### src/hdl/rgb_to_intensity_tint_saturation_core_assert.svh
// ----------------------------------------------------------------------------
// Assertion macros for the RGB to intensity/tint/saturation core
// The macros expand to concurrent assertions in simulation and to nothing in
// synthesis. They expect clk and rst_n in scope.
// ----------------------------------------------------------------------------
`ifndef RGB_TO_INTENSITY_TINT_SATURATION_CORE_ASSERT_SVH
`define RGB_TO_INTENSITY_TINT_SATURATION_CORE_ASSERT_SVH
`ifndef SYNTHESIS
`define RTITS_ASSERT_IMP(lbl, ante, cons, msg) \
  lbl: assert property (@(posedge clk) disable iff (!rst_n) (ante) |-> (cons)) \
    else $error(msg);
`define RTITS_ASSERT_NXT(lbl, ante, cons, msg) \
  lbl: assert property (@(posedge clk) disable iff (!rst_n) (ante) |=> (cons)) \
    else $error(msg);
`else
`define RTITS_ASSERT_IMP(lbl, ante, cons, msg)
`define RTITS_ASSERT_NXT(lbl, ante, cons, msg)
`endif
`endif

### src/hdl/rtits_pkg.sv
// ----------------------------------------------------------------------------
// rtits_pkg
// Shared types, constants and helpers of the intensity/tint/saturation core.
// ----------------------------------------------------------------------------
`timescale 1ns / 1ps
`default_nettype none

package rtits_pkg;

  localparam int OUT_FRAC_BITS_DEF = 8;
  localparam int ANGLE_STEPS       = 30;
  // Rotation datapath width; the vector magnitude stays below 2^43.
  localparam int CW                = 45;

  // sqrt(3) in Q32, rounded.
  localparam logic [32:0] SQRT3_Q32 = 33'd7439101574;
  localparam logic [31:0] HALF_TURN = 32'h8000_0000;

  // atan(2^-i) in turns scaled by 2^32.
  localparam logic [31:0] ATAN_TURNS [ANGLE_STEPS] = '{
    32'h20000000, 32'h12E4051E, 32'h09FB385B, 32'h051111D4, 32'h028B0D43,
    32'h0145D7E1, 32'h00A2F61E, 32'h00517C55, 32'h0028BE53, 32'h00145F2F,
    32'h000A2F98, 32'h000517CC, 32'h00028BE6, 32'h000145F3, 32'h0000A2FA,
    32'h0000517D, 32'h000028BE, 32'h0000145F, 32'h00000A30, 32'h00000518,
    32'h0000028C, 32'h00000146, 32'h000000A3, 32'h00000051, 32'h00000029,
    32'h00000014, 32'h0000000A, 32'h00000005, 32'h00000003, 32'h00000001
  };

  typedef struct packed {
    logic        vld;
    logic        last;
    logic        grey;
    logic        sat_full;
    logic [15:0] intensity;
  } ctl_t;

  typedef struct packed {
    logic signed [CW-1:0] x;
    logic signed [CW-1:0] y;
    logic [31:0]          z;
  } cor_t;

  function automatic logic [15:0] sat16(input logic [31:0] v);
    return (v > 32'd65535) ? 16'hFFFF : v[15:0];
  endfunction

endpackage

`default_nettype wire

### src/hdl/rtits_step.sv
// ----------------------------------------------------------------------------
// rtits_step
// One pipeline stage: one vectoring rotation and, in the first stages, one
// quotient bit of the saturation divider.
// ----------------------------------------------------------------------------
`timescale 1ns / 1ps
`default_nettype none

module rtits_step
  import rtits_pkg::*;
#(
  parameter int OUT_FRAC_BITS = OUT_FRAC_BITS_DEF,
  parameter int STEP          = 0
) (
  input  logic                       clk,
  input  logic                       rst_n,
  input  logic                       en,
  input  ctl_t                       ctl_i,
  input  cor_t                       cor_i,
  input  logic [10:0]                rem_i,
  input  logic [OUT_FRAC_BITS+7:0]   nq_i,
  input  logic [10:0]                dvs_i,
  output ctl_t                       ctl_o,
  output cor_t                       cor_o,
  output logic [10:0]                rem_o,
  output logic [OUT_FRAC_BITS+7:0]   nq_o,
  output logic [10:0]                dvs_o
);

  localparam int QW = OUT_FRAC_BITS + 8;
  localparam logic [31:0] ANG = ATAN_TURNS[STEP];

  ctl_t            ctl_r;
  cor_t            cor_r, cor_nxt;
  logic [10:0]     rem_r, rem_nxt;
  logic [QW-1:0]   nq_r, nq_nxt;
  logic [10:0]     dvs_r;

  logic signed [CW-1:0] dx, dy;
  logic [11:0]          trial;
  logic                 ge;

  always_comb begin
    dx = $signed(cor_i.y) >>> STEP;
    dy = $signed(cor_i.x) >>> STEP;
    cor_nxt = cor_i;
    if (!cor_i.y[CW-1]) begin
      cor_nxt.x = cor_i.x + dx;
      cor_nxt.y = cor_i.y - dy;
      cor_nxt.z = cor_i.z + ANG;
    end else begin
      cor_nxt.x = cor_i.x - dx;
      cor_nxt.y = cor_i.y + dy;
      cor_nxt.z = cor_i.z - ANG;
    end

    // Restoring division, one quotient bit shifted in per stage for the first QW stages.
    trial = {rem_i, nq_i[QW-1]};
    ge    = trial >= {1'b0, dvs_i};
    if (STEP < QW) begin
      rem_nxt = ge ? 11'(trial - {1'b0, dvs_i}) : trial[10:0];
      nq_nxt  = {nq_i[QW-2:0], ge};
    end else begin
      rem_nxt = rem_i;
      nq_nxt  = nq_i;
    end
  end

  always_ff @(posedge clk) begin
    if (!rst_n) begin
      ctl_r.vld <= 1'b0;
    end else if (en) begin
      ctl_r <= ctl_i;
    end
  end

  always_ff @(posedge clk) begin
    if (en) begin
      cor_r <= cor_nxt;
      rem_r <= rem_nxt;
      nq_r  <= nq_nxt;
      dvs_r <= dvs_i;
    end
  end

  assign ctl_o = ctl_r;
  assign cor_o = cor_r;
  assign rem_o = rem_r;
  assign nq_o  = nq_r;
  assign dvs_o = dvs_r;

endmodule

`default_nettype wire

### config.mk
export PLATFORM = sky130hd
export DESIGN_NAME = rtits_step
export DESIGN_NICKNAME = d
export VERILOG_FILES = /design/src/hdl/rgb_to_intensity_tint_saturation_core_assert.svh /design/src/hdl/rtits_pkg.sv /design/src/hdl/rtits_step.sv
export SDC_FILE = /design/constraint.sdc
export NUM_CORES = 1
export LEC_CHECK = 0
export BUFFER_PORTS_ARGS = -buffer_cell sky130_fd_sc_hd__buf_4
export CAP_MARGIN = 40
export CORE_UTILIZATION = 59
export CTS_CLUSTER_DIAMETER = 200
export DETAILED_ROUTE_END_ITERATION = 7
export MAX_ROUTING_LAYER = met4
export PLACE_DENSITY = 0.95
export SYNTH_ARGS = -nofsm -noshare
export SYNTH_HDL_FRONTEND = slang
export SYNTH_SLANG_ARGS = --single-unit
### constraint.sdc
create_clock -name clk -period 4.9 [get_ports clk]
set_input_delay 0 -clock clk [delete_from_list [all_inputs] [get_ports clk]]
set_output_delay 0 -clock clk [all_outputs]
set_load 0.01 [all_outputs]
==> flow_summary.yaml, run 1 <==
yosys:
  syn_area_per_cell_sq_um: 9.42
  synth_top_area_share: 0.377
  syn_nets: 1851
  async_flop_share: 0
  synth_area_leaders: "edfxtp_1 38%, ha_1 14%, a21oi_1 6.3%, xnor2_1 4.8%, inv_1 4.2%"
  synth.top_cells.by_count: "178 x a21oi_1, 178 x edfxtp_1, 159 x ha_1, 158 x inv_1, 99 x nor2_1"
  synth-seq-area-share: 0.379
  synth.distinct_cells: 84
  yosys_warnings: 0
  ys_ff_latch: 179
  synth_edf_count: 178
  ys.flop_type: "edfxtp_1"
  synth_top_area_cell: "edfxtp_1"
  syn_inst: 1504
  mappedNetlistArea_sq_mm: 0.0142
outcome:
  error: "[ERROR GRT-0232] Routing congestion too high. Check the congestion heatmap in the GUI."
  stop_stage: "5_1_grt"
  status: "did not finish"
cts:
  numCtsBuffers: 17
  cts-htree-levels: 4
  clock-sinks: 179
  cts-root-buf: "clkbuf_16"
  clockBufferDepth: 2
  cts_resized: 0
global_routing:
  grt.overflow.total: 9
  antenna_found_initial: 15
  grt_max_degree: 102
  grtUsageTotal: 0.686
placed_design:
  dp.final_hpwl_mm: 42.0
  gp_congestion: 1.00
  numPortBuffers: 362
die:
  io_pins: 363
  fp.dieW_um: 157
  start_util: 0.602
  placementRows: 56
  die_h_um: 157
[per-stage QoR]
| step | cell area (sq um) | utilization | cells | setup slack [ps] | hold WS, ps |
|---|---|---|---|---|---|
| 2_1_floorplan | 14200 | - | 1504 | 2080 | 98.9 |
| 3_3_place_gp | 17100 | 0.725 | 2127 | 1150 | 178 |
| 3_5_place_dp | 17100 | 0.726 | 2128 | 1170 | 179 |
| 4_1_cts | 18500 | 0.788 | 2249 | 1550 | 3.10 |
[per-layer routing]
layer / overflow / track usage
met1: 1 / 0.719
met5: - / -
met2: 6 / 0.839
met3: 1 / 0.527
met4: 1 / 0.536
[kinds of logic after synthesis]
family | count (synthesis) | synth area share
buffers and inverters | 233 | 0.0635
AO/OA/AOI/OAI | 489 | 0.226
flip-flops | 179 | 0.379
XOR/XNOR | 89 | 0.0550
AND/OR/NAND/NOR | 324 | 0.111
multiplexers | 26 | 0.0185
adder cells (fa/ha/maj) | 164 | 0.148
[repair_timing]
item / 4_1_cts
setup buffers: 0
hold buffers: 89
hold endpoints to repair: 89
==> run 2: changes to the inputs <==
--- a/config.mk
+++ b/config.mk
@@ -7,11 +7,9 @@
 export LEC_CHECK = 0
 export BUFFER_PORTS_ARGS = -buffer_cell sky130_fd_sc_hd__buf_4
 export CAP_MARGIN = 40
-export CORE_UTILIZATION = 59
-export CTS_CLUSTER_DIAMETER = 200
+export CORE_UTILIZATION = 40
 export DETAILED_ROUTE_END_ITERATION = 7
-export MAX_ROUTING_LAYER = met4
-export PLACE_DENSITY = 0.95
+export PLACE_DENSITY_LB_ADDON = 0.15
 export SYNTH_ARGS = -nofsm -noshare
 export SYNTH_HDL_FRONTEND = slang
 export SYNTH_SLANG_ARGS = --single-unit
==> flow_summary.yaml, run 2 <==
routing:
  drt_iter0_markers: 1012
  drtPass1Iterations: 5
  vias: 13300
  routedWlPerCell_um: 21.0
  drc: 0
  wl_mm: 50.2
  viasPerCell: 5.55
  drtAntennaViolNets: 0
global_routing:
  antenna_found_initial: 1
  grt_pass1_wl_mm: 74.5
  grtUsageTotal: 0.270
  grt.overflow.total: 0
  grt_max_degree: 140
  first_global_vias: 12900
final_layout:
  layout_common_cells: "367 x buf_4, 178 x a21oi_1, 178 x edfxtp_1"
  drive_above_1_share: 0.226
  largest_reg_flops: 121
  final_nets: 2269
  final_common_cell: "buf_4"
  synthToLayoutAreaGrowth_pct: 32.7
  finalNonFillerCells: 2390
  post-route-util: 0.542
yosys:
  synth.distinct_cells: 84
  synth_area_leaders: "edfxtp_1 38%, ha_1 14%, a21oi_1 6.3%, xnor2_1 4.8%, inv_1 4.2%"
  synth.top_cells.by_count: "178 x a21oi_1, 178 x edfxtp_1, 159 x ha_1, 158 x inv_1, 99 x nor2_1"
  synth-xor-area-share: 0.0550
  ys_ff_latch: 179
  yosys_warnings: 0
  synth_top_area_share: 0.377
  synth-seq-area-share: 0.379
  synth_compound_area_frac: 0.226
  yosys.area_share.simple: 0.111
  syn_area_per_cell_sq_um: 9.42
  ys.flop_type: "edfxtp_1"
  synthMuxAreaShare: 0.0185
  synth_top_area_cell: "edfxtp_1"
  async_flop_share: 0
  syn_inst: 1504
  synth_edf_count: 178
  synth_top_family_by_area: "compound AO/OA/AOI/OAI gates"
  mappedNetlistArea_sq_mm: 0.0142
  synthAdderAreaFrac: 0.148
  syn_nets: 1851
pwr:
  power_density_mw_per_mm2: 282
  p_leak_nw: 8.33
  p_total_mw: 5.29
  intPower_mw: 3.47
  p_seq_frac: 0.380
  switching_share: 0.345
  switchingPower_mw: 1.83
  ir_drop_v: 0.000262
  pwr-share-comb: 0.358
  pwr-share-clk: 0.262
sta:
  tns_ps: 0
  relSlewSlack: 0.389
  hold_viol_final: 0
  max_freq_mhz: 261
  tightest_slew_ps: 916
  fin_skew_ps: 0
  whs_ps: 12.3
  period_share: 0.783
  period_minus_slack_ps: 3840
  setup_viol: 0
  rsz0062_at_grt: "false"
  slew_violations: 0
die:
  fp.dieW_um: 190
  die_h_um: 190
  die_area_sq_mm: 0.0362
  core-area_sq_mm: 0.0347
  start_util: 0.408
  io_pins: 363
  placementRows: 68
cts:
  clock-sinks: 179
  clk_pin_slew_ps: 70
  cts_tree: "done"
  clockBufferDepth: 2
  cts-htree-levels: 4
  numCtsBuffers: 17
  clock_latency_ps: 450
  cts-root-buf: "clkbuf_16"
critical_path:
  cp.required_ps: 5100
  crit_end: "cor_o[70]$_DFFE_PP_"
  path_cells: "dlygate4sd3_1 -> buf_4 -> ha_1 -> fa_1 -> nor3b_2 -> nor3_1 -> o31ai_2 -> a311oi_2 -> o31ai_2 -> a41oi_2 -> o21ai_2 -> o31a_1 -> a311oi_1 -> xnor2_1"
  worstSetupStartpointType: "primary input"
  end_kind: "flop"
  cp_common_cell: "o31ai_2"
  reg2reg_from: "ctl_o[19]$_SDFFE_PN0P_"
  crit_buf_inv: 2
  rr_worst_depth: 3
  r2r-end: "ctl_o[19]$_SDFFE_PN0P_"
  path_depth: 14
  path_delay_family: "compound AO/OA/AOI/OAI gates"
  arrival_ps: 4040
  cp_max_fo: 5
  regToRegSetupSlack_ps: 3730
  cp_slowest_cell: "dlygate4sd3_1"
  crit_type: "in2reg"
  critPathLaunch: "cor_i[77]"
  max_stage_delay_ps: 560
placed_design:
  dp_cells: 2266
  gp_congestion: 0.954
  numPortBuffers: 362
  dp.final_hpwl_mm: 39.2
worst_hold_path:
  hp-class: "in2reg"
  min_path_cells: 3
  min_from: "cor_i[76]"
run:
  drv_cap: 0
outcome:
  status: "finished, final reports clean"
run 2: cell type report:
| cell class | count | area (sq um) |
|---|---|---|
| fill | 3164 | 15900 |
| inverter | 168 | 631 |
| antenna | 1 | 2.50 |
| clock inverter | 14 | 149 |
| multi-input combinational | 1092 | 7910 |
| sequential | 179 | 5370 |
| timing repair buffer | 464 | 3750 |
| clock buffer | 17 | 425 |
| tap | 455 | 569 |
run 2: worst min-delay path by stage:
stage	endpoint	slack, ps
after CTS	cor_o[33]$_DFFE_PP_	4
after detailed placement	cor_o[3]$_DFFE_PP_	180
after floorplan	cor_o[0]$_DFFE_PP_	100
after global placement	cor_o[24]$_DFFE_PP_	180
final	cor_o[33]$_DFFE_PP_	10
after global routing	cor_o[33]$_DFFE_PP_	50
run 2: through the flow:
stage / cell area [sq um] / setup slack (ps)
floorplan: 14200 / 2080
global placement: 17300 / 1310
detailed placement: 17300 / 1280
CTS: 18800 / 1180
global route: 18800 / 954
finish: 18800 / 1060
run 2: tightest hold or removal path, stage by stage:
cell and delay, ps:
buf_4 200, nand2_1 70, o21ai_0 80
run 2: logic make-up (layout without fill, tap and decap cells):
logic type                 count (synthesis)  count (layout)
adders and majority gates                164             164
buffers and inverters                    233             663
muxes                                     26              26
DFF                                      179             179
and+or+nand+nor                          324             324
xor gates and xnor gates                  89              89
AOI/OAI and AO/OA                        489             489
other                                      0               1
run 2: repair_timing:
| action | in CTS | in global routing |
|---|---|---|
| hold buffers | 92 | 0 |
| gates resized for setup | 0 | 0 |
| hold endpoints to repair | 113 | 0 |
| buffers inserted | 0 | 0 |
run 2: routing by layer:
layer	vias up	track usage	share of wire	wire (um)
li1	6253	-	-	-
met1	6316	0.350	0.42	21200
met2	615	0.452	0.47	23800
met3	79	0.0478	0.077	3890
met4	0	0.0951	0.027	1340
met5	-	0	0	0
run 2: power groups by stage:
| stage | Sequential (mW) | Combinational [mW] | Clock (mW) |
|---|---|---|---|
| floorplan | 2.14 | 0.889 | 0 |
| global placement | 2.04 | 1.81 | 0 |
| detailed placement | 2.04 | 1.81 | 0 |
| CTS | 2.01 | 1.88 | 1.42 |
| global route | 2.03 | 2.04 | 1.46 |
| finish | 2.01 | 1.90 | 1.39 |
No activity file was read; power rests on OpenSTA's default activity.
